$ cat src/hdl/life_like_cellular_automaton_macros.svh
`ifndef LIFE_LIKE_CELLULAR_AUTOMATON_MACROS_SVH
`define LIFE_LIKE_CELLULAR_AUTOMATON_MACROS_SVH

// Check that cons holds in the same cycle as ante; the module must have clk and rst_n.
`define LLCA_ASSERT_IMPLY(label, ante, cons, msg) \
    label: assert property (@(posedge clk) disable iff (!rst_n) (ante) |-> (cons)) \
        else $error(msg);

// Check that cons holds in the cycle after ante.
`define LLCA_ASSERT_NEXT(label, ante, cons, msg) \
    label: assert property (@(posedge clk) disable iff (!rst_n) (ante) |=> (cons)) \
        else $error(msg);

`endif

$ cat src/hdl/llca_pkg.sv
`timescale 1ns / 1ps

package llca_pkg;

    // Grid store dimensions
    localparam int MAX_ROWS = 64;
    localparam int MAX_COLS = 64;
    localparam int ROW_AW   = (MAX_ROWS > 1) ? $clog2(MAX_ROWS) : 1;
    localparam int COL_AW   = (MAX_COLS > 1) ? $clog2(MAX_COLS) : 1;

    // Field and register widths
    localparam int DIM_W  = 7;
    localparam int CNT_W  = 4;
    localparam int GEN_W  = 16;
    localparam int POS_W  = 6;
    localparam int FUNC_W = 2;
    localparam int CFG_AW = 3;
    localparam int CFG_DW = 16;

    // Item function codes
    localparam logic [FUNC_W-1:0] FUNC_LOAD = 2'd0;
    localparam logic [FUNC_W-1:0] FUNC_RUN  = 2'd1;
    localparam logic [FUNC_W-1:0] FUNC_READ = 2'd2;

    // Configuration register indexes
    localparam logic [CFG_AW-1:0] CFG_GRID_ROWS    = 3'd0;
    localparam logic [CFG_AW-1:0] CFG_GRID_COLS    = 3'd1;
    localparam logic [CFG_AW-1:0] CFG_BIRTH_COUNT  = 3'd2;
    localparam logic [CFG_AW-1:0] CFG_SURVIVE_LOW  = 3'd3;
    localparam logic [CFG_AW-1:0] CFG_SURVIVE_HIGH = 3'd4;
    localparam logic [CFG_AW-1:0] CFG_GENERATIONS  = 3'd5;

    typedef enum logic [2:0] {
        S_IDLE,
        S_DECODE,
        S_ITEM_WR,
        S_RUN_PRIME,
        S_RUN_CAP,
        S_ROW_RD,
        S_ROW_CALC,
        S_RESULT
    } llca_state_t;

    // Commands from controller to datapath
    typedef struct packed {
        logic capture;
        logic rd_item;
        logic wr_item;
        logic gen_clr;
        logic prime_rd;
        logic prime_cap;
        logic row_rd;
        logic row_calc;
        logic gen_inc;
        logic res_en;
    } llca_cmd_t;

    // Status from datapath to controller
    typedef struct packed {
        logic [FUNC_W-1:0] func;
        logic              in_grid;
        logic              run_empty;
        logic              last_row;
        logic              gen_last;
        logic              changed;
    } llca_status_t;

endpackage

$ cat src/hdl/llca_ctrl.sv
`timescale 1ns / 1ps

`include "life_like_cellular_automaton_macros.svh"

module llca_ctrl
    import llca_pkg::*;
(
    input  logic         clk,
    input  logic         rst_n,
    input  logic         start,
    input  llca_status_t status,
    output logic         busy,
    output llca_cmd_t    cmd
);

    llca_state_t state_reg;
    llca_state_t state_next;

    // Hold the state register
    always_ff @(posedge clk or negedge rst_n)
    begin
        if (!rst_n)
        begin
            state_reg <= S_IDLE;
        end
        else
        begin
            state_reg <= state_next;
        end
    end

    // Sequence items and the generation sweep
    always_comb
    begin
        state_next = state_reg;
        cmd        = '0;
        case (state_reg)
            S_IDLE:
            begin
                if (start)
                begin
                    cmd.capture = 1'b1;
                    state_next  = S_DECODE;
                end
            end
            S_DECODE:
            begin
                case (status.func)
                    FUNC_LOAD:
                    begin
                        cmd.rd_item = 1'b1;
                        state_next  = status.in_grid ? S_ITEM_WR : S_RESULT;
                    end
                    FUNC_READ:
                    begin
                        cmd.rd_item = 1'b1;
                        state_next  = S_RESULT;
                    end
                    FUNC_RUN:
                    begin
                        if (status.run_empty)
                        begin
                            state_next = S_RESULT;
                        end
                        else
                        begin
                            cmd.gen_clr = 1'b1;
                            state_next  = S_RUN_PRIME;
                        end
                    end
                    default:
                    begin
                        state_next = S_RESULT;
                    end
                endcase
            end
            S_ITEM_WR:
            begin
                cmd.wr_item = 1'b1;
                state_next  = S_RESULT;
            end
            S_RUN_PRIME:
            begin
                cmd.prime_rd = 1'b1;
                state_next   = S_RUN_CAP;
            end
            S_RUN_CAP:
            begin
                cmd.prime_cap = 1'b1;
                state_next    = S_ROW_RD;
            end
            S_ROW_RD:
            begin
                cmd.row_rd = 1'b1;
                state_next = S_ROW_CALC;
            end
            S_ROW_CALC:
            begin
                cmd.row_calc = 1'b1;
                if (!status.last_row)
                begin
                    state_next = S_ROW_RD;
                end
                else if (status.gen_last || !status.changed)
                begin
                    // stop on the last generation or on a fixed point
                    state_next = S_RESULT;
                end
                else
                begin
                    cmd.gen_inc = 1'b1;
                    state_next  = S_RUN_PRIME;
                end
            end
            S_RESULT:
            begin
                cmd.res_en = 1'b1;
                state_next = S_IDLE;
            end
            default:
            begin
                state_next = S_IDLE;
            end
        endcase
    end

    assign busy = (state_reg != S_IDLE);

    `LLCA_ASSERT_NEXT(a_start_decodes, (state_reg == S_IDLE) && start,
        state_reg == S_DECODE, "accepted item did not reach decode")
    `LLCA_ASSERT_NEXT(a_result_returns, state_reg == S_RESULT,
        state_reg == S_IDLE, "result state did not return to idle")
    `LLCA_ASSERT_IMPLY(a_calc_after_read, state_reg == S_ROW_CALC,
        $past(state_reg) == S_ROW_RD, "row update without a preceding row read")

endmodule

$ cat config.mk
export PLATFORM = sky130hd
export DESIGN_NAME = llca_ctrl
export DESIGN_NICKNAME = d
export VERILOG_FILES = /design/src/hdl/llca_pkg.sv /design/src/hdl/llca_ctrl.sv
export VERILOG_INCLUDE_DIRS = /design/src /design/src/hdl
export SDC_FILE = /design/constraint.sdc
export NUM_CORES = 1
export LEC_CHECK = 0
export ABC_AREA = 1
export BUFFER_PORTS_ARGS = -buffer_cell sky130_fd_sc_hd__buf_2
export CAP_MARGIN = 0
export CORE_AREA = 5 5 42 44
export DETAILED_ROUTE_END_ITERATION = 12
export DIE_AREA = 0 0 47 49
export SLEW_MARGIN = 20
export SYNTH_ARGS = -nofsm -noshare
export SYNTH_HDL_FRONTEND = slang
export SYNTH_SLANG_ARGS = --single-unit
$ cat constraint.sdc
create_clock -name clk -period 1.2 [get_ports clk]
set_clock_uncertainty 0.1 [all_clocks]
set_input_delay 0.18 -clock clk [delete_from_list [all_inputs] [get_ports clk]]
set_output_delay 0.18 -clock clk [all_outputs]
set_load 0.01 [all_outputs]
==> results of run 1 <==
final cells by class:
class	count	area, um2
Clock buffer	4	26.3
Sequential cell	3	77.6
Tap cell	16	20.0
Fill cell	162	897
Multi-Input combinational cell	29	150
Timing Repair Buffer	32	193
Inverter	10	37.5
Yosys cell counts, drive strengths merged:
| master | instances |
|---|---|
| a21oi | 1 |
| o211ai | 1 |
| nand3 | 3 |
| inv | 10 |
| nor2 | 10 |
| nor3 | 4 |
| dfrtp | 3 |
| nand2 | 10 |
worst min-delay path by stage:
stage | start | end | depth (start not counted)
after floorplan | rst_n | state_reg[0] | 0
after global placement | rst_n | state_reg[1] | 1
after detailed placement | rst_n | state_reg[1] | 1
after CTS | start | state_reg[0] | 3
after global routing | start | state_reg[0] | 3
final | status[2] | state_reg[1] | 3
report_power, final:
| group | internal [mW] | switching (mW) |
|---|---|---|
| registers | 0.161 | 0.0725 |
| logic | 0.396 | 0.398 |
| clock network | 0.124 | 0.0487 |
tightest hold or removal path, stage by stage:
cell                       delay [ps]
sky130_fd_sc_hd__buf_2             90
sky130_fd_sc_hd__o211ai_1          90
sky130_fd_sc_hd__nand2_1           70
timing repair:
action,4_1_cts,5_1_grt
pin swaps,1,2
hold endpoints to repair,3,0
resized for setup,6,5
setup buffers,5,1
hold buffers,1,0
endpoints found under the setup margin,11,12
metal layers:
layer / part of all wire / track usage / vias to the layer above
li1: - / - / 202
met1: 0.37 / 0.0686 / 171
met2: 0.50 / 0.136 / 18
met3: 0.11 / 0.0258 / 2
met4: 0.014 / 0.0553 / 0
met5: 0 / 0 / -
metrics by stage:
step / utilization / cells
after detailed placement: 0.282 / 83
after CTS: 0.346 / 93
after global routing: 0.360 / 94
final: 0.360 / 94
after global placement: 0.282 / 83
after floorplan: - / 42
kinds of logic after synthesis:
kind of cell | count (synthesis) | share of synthesized area
AOI/OAI and AO/OA | 2 | 0.0526
buffers and inverters | 10 | 0.158
DFF | 3 | 0.316
and+or+nand+nor | 27 | 0.474
==> results.sh, run 1 <==
export IMPL_maximum_vdd_ir_drop_v=0.000808
export IMPL_violations_in_the_final_reports="setup timing"
export IMPL_synth_seq_cells=3
export IMPL_area_growth_syn_to_layout_pct=112
export IMPL_gate_count_after_technology_mapping=42
export IMPL_maxSlewHeadroom=0.887
export IMPL_r2r_end="state_reg[2]"
export IMPL_yosysUniqueCellTypes=9
export IMPL_synth_cell_area_um2=238
export IMPL_num_vias=393
export IMPL_crit_path_start="state_reg[1]"
export IMPL_cp_endpoint="cmd[1]"
export IMPL_final_antenna_net_count=0
export IMPL_portBuffers=20
export IMPL_die_h_um=49
export IMPL_worstPathCellList="buf_4 -> nand2_2 -> nor3_1 -> buf_2"
export IMPL_num_antenna_cells=0
export IMPL_global_route_overflow_total=0
export IMPL_worstPathArrival_ps=1140
export IMPL_period_minus_slack_ps=1420
export IMPL_critical_path_endpoint_type="output pin"
export IMPL_clock_latency_ps=230
export IMPL_initial_util=0.170
export IMPL_antenna_violations_before_repair=0
export IMPL_outcome="finished with violations"
export IMPL_worst_pin_slew_ps=169
export IMPL_timing_final_setup_violations=12
export IMPL_wire_per_inst_um=9.14
export IMPL_finalMaxSlewViolations=0
export IMPL_full_die_area_um2=2300
export IMPL_reg2reg_slack_ps=-180
export IMPL_path_buf_inv=2
export IMPL_clock_net_sink_count=3
export IMPL_tritoncts="built"
export IMPL_placementRows=14
export IMPL_synth_warning_count=0
export IMPL_first_drt_pass_iteration_count=4
export IMPL_cpPeakStageDelay_ps=370
export IMPL_power_leakage_nw=0.301
export IMPL_h_tree_depth=1
export IMPL_final_layout_size_suffix_gt1_frac=0.577
export IMPL_synthDominantAreaCellType="sky130_fd_sc_hd__dfrtp_1"
export IMPL_cts_max_path_buffers=2
export IMPL_cts_inserted_buffers=3
export IMPL_cp_data_required_time_ps=920
export IMPL_synth_top_cells_by_area="sky130_fd_sc_hd__dfrtp_1 32%, sky130_fd_sc_hd__inv_1 16%, sky130_fd_sc_hd__nor2_1 16%"
export IMPL_fmax_mhz=704
export IMPL_hold_viol_final=0
export IMPL_dp_hpwl_um=643
export IMPL_vias_per_cell=4.18
export IMPL_timing_final_ws_setup_ps=-220
export IMPL_grt_pass1_wl_um=1280
export IMPL_wirelength_um=859
export IMPL_finish_instance_area_um2=504
export IMPL_die_width_um=47
export IMPL_ratio_of_final_minimum_period_to_clock_period=1.18
export IMPL_cp_slowest_cell="sky130_fd_sc_hd__dfrtp_1"
export IMPL_power_mw=1.20
export IMPL_largest_net_degree_at_the_start_of_global_routing=7
export IMPL_floorplan_core_area_um2=1400
export IMPL_vias_in_the_first_global_route=352
export IMPL_synth_avg_cell_area_um2=5.66
export IMPL_root_buffer="sky130_fd_sc_hd__clkbuf_4"
export IMPL_place_ws_ps=-18.2
export IMPL_setup_repair_after_global_routing_missed_its_margin="true"
export IMPL_final_setup_tns_ps=-2060
export IMPL_crit_cells=4
export IMPL_crit_fanout=4
export IMPL_critical_path_class="reg -> out"
export IMPL_layout_commonest_cell="sky130_fd_sc_hd__buf_2"
export IMPL_drt_iter0_drc=3
export IMPL_max_cap_violations=0
export IMPL_finalHoldWorstSlack_ps=146
export IMPL_detailed_place_area_um2=395
export IMPL_largest_register_ffs=3
export IMPL_design_final_nets=89
export IMPL_seq_area_frac_synth=0.316
export IMPL_top_level_ports=21
export IMPL_synth_fp_nets=52
export IMPL_route_detailed_drc=0
export IMPL_hold_path_class="in -> reg"
export IMPL_p_per_area_nw_per_um2=2380
export IMPL_synth_largest_type_area_fraction=0.316
export IMPL_crit_reg2reg_launch="state_reg[0]"
export IMPL_replace_congestion=0.731
export IMPL_final_cell_mix="20 x sky130_fd_sc_hd__buf_2, 11 x sky130_fd_sc_hd__buf_4, 8 x sky130_fd_sc_hd__inv_1, 8 x sky130_fd_sc_hd__nand2_1, 7 x sky130_fd_sc_hd__nor2_1"
export IMPL_globalRouteTotalUtil=0.0776
export IMPL_cp_start_kind="flop"
export IMPL_timing_reg2reg_worst_path_depth=8
export IMPL_clk_transition_reported_paths_ps=30
export IMPL_critical_path_top_delay_family="flip-flops"
Power figures use the tool's default switching activity.
==> run 2: changes to the inputs <==
--- a/config.mk
+++ b/config.mk
@@ -10,8 +10,10 @@
 export BUFFER_PORTS_ARGS = -buffer_cell sky130_fd_sc_hd__buf_2
 export CAP_MARGIN = 0
 export CORE_AREA = 5 5 42 44
+export CTS_CLUSTER_SIZE = 25
 export DETAILED_ROUTE_END_ITERATION = 12
 export DIE_AREA = 0 0 47 49
+export MAX_ROUTING_LAYER = met4
 export SLEW_MARGIN = 20
 export SYNTH_ARGS = -nofsm -noshare
 export SYNTH_HDL_FRONTEND = slang
==> constraint.sdc (replaced) <==
create_clock -name clk -period 1.5 [get_ports clk]
set_clock_uncertainty 0.1 [all_clocks]
set_input_delay 0.225 -clock clk [delete_from_list [all_inputs] [get_ports clk]]
set_output_delay 0.225 -clock clk [all_outputs]
set_load 0.01 [all_outputs]
==> run 2 against run 1 <==
  * The flow now finishes without violations
  * Critical path depth unchanged
  * Sequential share of layout area up 1.6 points
  * Register-to-register slack better by 410 ps
  * Global-route usage about the same
  * Clock power down 19%
  * Total power down 28%
  * Worst setup slack better by 240 ps
  * Sequential power down 11%
  * Critical path type unchanged
  * Critical endpoint is now cmd[9]
==> results.sh, run 2 (synthesis gave the netlist of run 1 again) <==
export IMPL_multiInputGateArea_um2=140
export IMPL_ratio_of_final_minimum_period_to_clock_period=0.989
export IMPL_portBuffers=20
export IMPL_die_width_um=47
export IMPL_global_route_overflow_total=0
export IMPL_vias_per_cell=4.00
export IMPL_route_detailed_drc=0
export IMPL_cp_slowest_cell="sky130_fd_sc_hd__dfrtp_2"
export IMPL_period_minus_slack_ps=1480
export IMPL_largest_net_degree_at_the_start_of_global_routing=8
export IMPL_finalHoldWorstSlack_ps=176
export IMPL_cts_inserted_buffers=3
export IMPL_sequentialPowerShare=0.240
export IMPL_maximum_vdd_ir_drop_v=0.000628
export IMPL_route_layer_met1_wl_um=327
export IMPL_maxSlewHeadroom=0.887
export IMPL_full_die_area_um2=2300
export IMPL_clk_transition_reported_paths_ps=40
export IMPL_power_switching_mw=0.384
export IMPL_outcome="finished, final reports clean"
export IMPL_critical_path_endpoint_type="output pin"
export IMPL_max_cap_violations=0
export IMPL_largest_register_ffs=3
export IMPL_p_sw_frac=0.442
export IMPL_regArea_um2=78.8
export IMPL_cell_internal_power_mw=0.485
export IMPL_floorplan_core_area_um2=1400
export IMPL_critical_path_class="reg -> out"
export IMPL_pwr_share_comb=0.598
export IMPL_num_antenna_cells=0
export IMPL_tritoncts="built"
export IMPL_hold_viol_final=0
export IMPL_drt_iter0_drc=1
export IMPL_cp_start_kind="flop"
export IMPL_initial_util=0.170
export IMPL_replace_congestion=0.686
export IMPL_first_drt_pass_iteration_count=2
export IMPL_cp_data_required_time_ps=1170
export IMPL_p_per_area_nw_per_um2=1870
export IMPL_design_final_nets=85
export IMPL_clockPowerShare=0.162
export IMPL_cpPeakStageDelay_ps=450
export IMPL_wirelength_um=781
export IMPL_num_vias=360
export IMPL_final_antenna_net_count=0
export IMPL_h_tree_depth=1
export IMPL_final_layout_size_suffix_gt1_frac=0.541
export IMPL_antenna_violations_before_repair=0
export IMPL_layout_filler_cells=170
export IMPL_die_h_um=49
export IMPL_placementRows=14
export IMPL_fmax_mhz=674
export IMPL_top_signal_layer_used="met3"
export IMPL_wire_per_inst_um=8.68
export IMPL_crit_fanout=6
export IMPL_root_buffer="sky130_fd_sc_hd__clkbuf_4"
export IMPL_final_cell_mix="20 x sky130_fd_sc_hd__buf_2, 8 x sky130_fd_sc_hd__inv_1, 8 x sky130_fd_sc_hd__nand2_1"
export IMPL_setup_repair_after_global_routing_missed_its_margin="true"
export IMPL_timing_final_setup_violations=0
export IMPL_cts_max_path_buffers=2
export IMPL_layout_commonest_cell="sky130_fd_sc_hd__buf_2"
export IMPL_area_growth_syn_to_layout_pct=95.8
export IMPL_worst_pin_slew_ps=168
export IMPL_final_setup_tns_ps=0
export IMPL_clock_net_sink_count=3
export IMPL_met3_wirelength_um=82
export IMPL_power_leakage_nw=0.277
export IMPL_top_level_ports=21
export IMPL_clock_latency_ps=230
export IMPL_hold_path_class="in -> reg"
export IMPL_met2WireLength_um=371
export IMPL_worstPathArrival_ps=1160
export IMPL_worstPathCellList="nor2_2 -> nand2_1 -> nor2_1 -> buf_2"
export IMPL_globalRouteTotalUtil=0.0780
export IMPL_vias_in_the_first_global_route=300
export IMPL_finalMaxSlewViolations=0
export IMPL_grt_pass1_wl_um=1210
export IMPL_dp_hpwl_um=615
## run 2: power groups by stage
stage	Clock (mW)	Sequential, mW	Combinational, mW
2_1_floorplan	0	0.175	0.242
3_3_place_gp	0	0.185	0.369
3_5_place_dp	0	0.192	0.373
4_1_cts	0.149	0.203	0.498
5_1_grt	0.163	0.223	0.580
6_report	0.140	0.209	0.519
## run 2: final timing paths
kind | to | depth (start not counted) | slack (ps) | startpoint
worst max-delay path | cmd[9] | 4 | 20 | state_reg[2]
min in group asynchronous | state_reg[0] | 2 | 220 | rst_n
worst min-delay path | state_reg[1] | 3 | 180 | status[2]
worst min register to register | state_reg[0] | 1 | 460 | state_reg[0]
worst max register to register | state_reg[2] | 7 | 230 | state_reg[0]
max in group asynchronous | state_reg[2] | 2 | 960 | rst_n
## run 2: cell type report
cell class	count	share of cell area
Timing Repair Buffer	28	0.349
Multi-Input combinational cell	29	0.301
Sequential cell	3	0.169
Inverter	10	0.0806
Clock buffer	4	0.0565
Tap cell	16	0.0430
## run 2: critical path, delay by kind of cell, from the launching register on
family                 cells  cell delay [ps]
and+or+nand+nor            3              350
DFF                        1              450
buffers and inverters      1              130
## run 2: routing by layer
| layer | vias up | GRT usage |
|---|---|---|
| li1 | 192 | - |
| met1 | 154 | 0.0815 |
| met2 | 14 | 0.104 |
| met3 | 0 | 0.0590 |
| met4 | 0 | 0.0415 |
| met5 | - | - |
## run 2: timing repair
action	4_1_cts	5_1_grt
hold buffers	1	0
resized for setup	6	4
buffers inserted	6	1
pin swaps	1	2
endpoints found under the setup margin	4	10
hold endpoints to repair	3	0
## run 2: per-stage QoR
| step | utilization | total power, mW | setup slack, ps | cell area, um2 | std cells |
|---|---|---|---|---|---|
| floorplan | - | 0.417 | 269 | 238 | 42 |
| global placement | 0.255 | 0.554 | 193 | 358 | 78 |
| detailed placement | 0.255 | 0.565 | 144 | 358 | 78 |
| CTS | 0.321 | 0.849 | -13.6 | 449 | 89 |
| global route | 0.332 | 0.966 | -90.0 | 465 | 90 |
| finish | 0.332 | 0.868 | 16.2 | 465 | 90 |
==> run 3: changes to the inputs <==
--- a/config.mk
+++ b/config.mk
@@ -7,7 +7,7 @@
 export NUM_CORES = 1
 export LEC_CHECK = 0
 export ABC_AREA = 1
-export BUFFER_PORTS_ARGS = -buffer_cell sky130_fd_sc_hd__buf_2
+export BUFFER_PORTS_ARGS = -buffer_cell sky130_fd_sc_hd__clkbuf_2
 export CAP_MARGIN = 0
 export CORE_AREA = 5 5 42 44
 export CTS_CLUSTER_SIZE = 25
==> run 3 against run 2 <==
  * Total power shrank 0.79%
  * Clock power barely moved
  * Worst setup slack worse by 3.8 ps
  * Global-route usage down 0.50 points
  * Utilization fell by 0.89 points
  * First-iteration DRC count fell by 100%
  * Maximum frequency down 0.26%
  * Register-to-register slack improved by 190 ps
  * Design area down 2.7%
  * Via count is 3.9% lower
  * Non-clock buffer count is 4 lower
  * Critical path type unchanged
==> results.sh, run 3 (synthesis gave the netlist of run 1 again) <==
export IMPL_grt_met2_usage=0.113
export IMPL_dp_hpwl_um=626
export IMPL_vias_per_cell=4.02
export IMPL_first_drt_pass_iteration_count=1
export IMPL_die_h_um=49
export IMPL_floorplan_core_area_um2=1400
export IMPL_clock_latency_ps=230
export IMPL_worst_pin_slew_ps=180
export IMPL_gr_max_usage_layer="met2"
export IMPL_final_layout_size_suffix_gt1_frac=0.557
export IMPL_period_minus_slack_ps=1490
export IMPL_final_antenna_net_count=0
export IMPL_maxSlewHeadroom=0.880
export IMPL_final_cell_mix="14 x sky130_fd_sc_hd__clkbuf_2, 7 x sky130_fd_sc_hd__nor2_1, 7 x sky130_fd_sc_hd__inv_1, 7 x sky130_fd_sc_hd__nand2_1, 6 x sky130_fd_sc_hd__buf_2"
export IMPL_antenna_violations_before_repair=0
export IMPL_vias_in_the_first_global_route=291
export IMPL_clock_net_sink_count=3
export IMPL_cp_start_kind="flop"
export IMPL_clk_transition_reported_paths_ps=30
export IMPL_finalMaxSlewViolations=0
export IMPL_maximum_vdd_ir_drop_v=0.000801
export IMPL_post_route_util=0.323
export IMPL_cts_max_path_buffers=2
export IMPL_cts_inserted_buffers=3
export IMPL_die_width_um=47
export IMPL_hold_path_class="in -> reg"
export IMPL_critical_path_class="reg -> out"
export IMPL_outcome="finished, final reports clean"
export IMPL_global_route_overflow_total=0
export IMPL_h_tree_depth=1
export IMPL_wire_per_inst_um=9.42
export IMPL_crit_fanout=4
export IMPL_placementRows=14
export IMPL_power_leakage_nw=0.262
export IMPL_reg2reg_slack_ps=420
export IMPL_hold_viol_final=0
export IMPL_largest_net_degree_at_the_start_of_global_routing=8
export IMPL_grt_pass1_wl_um=1190
export IMPL_root_buffer="sky130_fd_sc_hd__clkbuf_4"
export IMPL_worstPathArrival_ps=1160
export IMPL_critical_path_endpoint_type="output pin"
export IMPL_design_final_nets=81
export IMPL_num_vias=346
export IMPL_layout_filler_cells=162
export IMPL_setup_repair_after_global_routing_missed_its_margin="true"
export IMPL_timing_final_setup_violations=0
export IMPL_portBuffers=20
export IMPL_fmax_mhz=672
export IMPL_p_per_area_nw_per_um2=1900
export IMPL_grt_use_met1=0.0751
export IMPL_detailed_place_area_um2=358
export IMPL_layout_commonest_cell="sky130_fd_sc_hd__clkbuf_2"
export IMPL_replace_congestion=0.681
export IMPL_cp_data_required_time_ps=1170
export IMPL_drt_iter0_drc=0
export IMPL_area_growth_syn_to_layout_pct=90.5
export IMPL_max_cap_violations=0
export IMPL_initial_util=0.170
export IMPL_ratio_of_final_minimum_period_to_clock_period=0.992
export IMPL_top_level_ports=21
export IMPL_full_die_area_um2=2300
export IMPL_route_detailed_drc=0
export IMPL_tritoncts="built"
export IMPL_wirelength_um=810
export IMPL_met3_usage=0.0517
export IMPL_num_antenna_cells=0
export IMPL_globalRouteTotalUtil=0.0730
export IMPL_largest_register_ffs=3
export IMPL_finish_instance_area_um2=453
-- run 3: cell count changes in the layout (fill, tap and decap cells not counted), sizes merged --
cell	previous run	this run
buf	27	9
clkbuf	4	18
-- run 3: per-layer routing --
layer,wire [um],vias up
li1,-,184
met1,326,148
met2,390,14
met3,93,0
met4,0,0
met5,0,-
-- run 3: layout make-up --
class,count,area (um2),area share
flip-flops and latches,3,78.8,0.174
clock buffers,4,26.3,0.0580
well taps,16,20.0,0.0442
repair buffers,24,133,0.293
multi-input cells,29,158,0.348
inverters,10,37.5,0.0829
-- run 3: timing repair --
item,4_1_cts,5_1_grt
endpoints found under the setup margin,4,5
hold buffers,1,0
resized for setup,7,14
buffers inserted,1,2
endpoints found under the hold margin,3,0
pin swaps,1,3
-- run 3: through the flow --
stage | total power, mW | setup slack (ps) | setup TNS (ps) | hold WS [ps] | cells
floorplan | 0.417 | 269 | 0 | -171 | 42
global placement | 0.556 | 183 | 0 | -76.6 | 78
detailed placement | 0.565 | 150 | 0 | -74.8 | 78
CTS | 0.770 | -43.7 | -87.0 | 176 | 84
global route | 0.950 | -56.7 | -232 | 187 | 86
finish | 0.861 | 12.4 | 0 | 181 | 86
-- run 3: final timing paths --
| path | cells after the start | from | endpoint |
|---|---|---|---|
| worst max-delay path | 6 | state_reg[1] | cmd[6] |
| min in group asynchronous | 2 | rst_n | state_reg[1] |
| worst max register to register | 6 | state_reg[2] | state_reg[2] |
| worst min register to register | 1 | state_reg[0] | state_reg[0] |
| max in group asynchronous | 2 | rst_n | state_reg[2] |
| worst min-delay path | 3 | start | state_reg[0] |
-- run 3: where the power goes --
group	total, mW	internal (mW)	switching (mW)
clock network	0.137	0.0994	0.0381
registers	0.229	0.132	0.0978
logic	0.495	0.220	0.274
-- run 3: worst max-delay path, cell delays in order, from the launching register on --
cell and delay (ps):
sky130_fd_sc_hd__dfrtp_2 440, sky130_fd_sc_hd__inv_2 90, sky130_fd_sc_hd__nand2_4 50, sky130_fd_sc_hd__nor2_4 90
sky130_fd_sc_hd__inv_2 50, sky130_fd_sc_hd__nor2_1 80, sky130_fd_sc_hd__buf_2 130
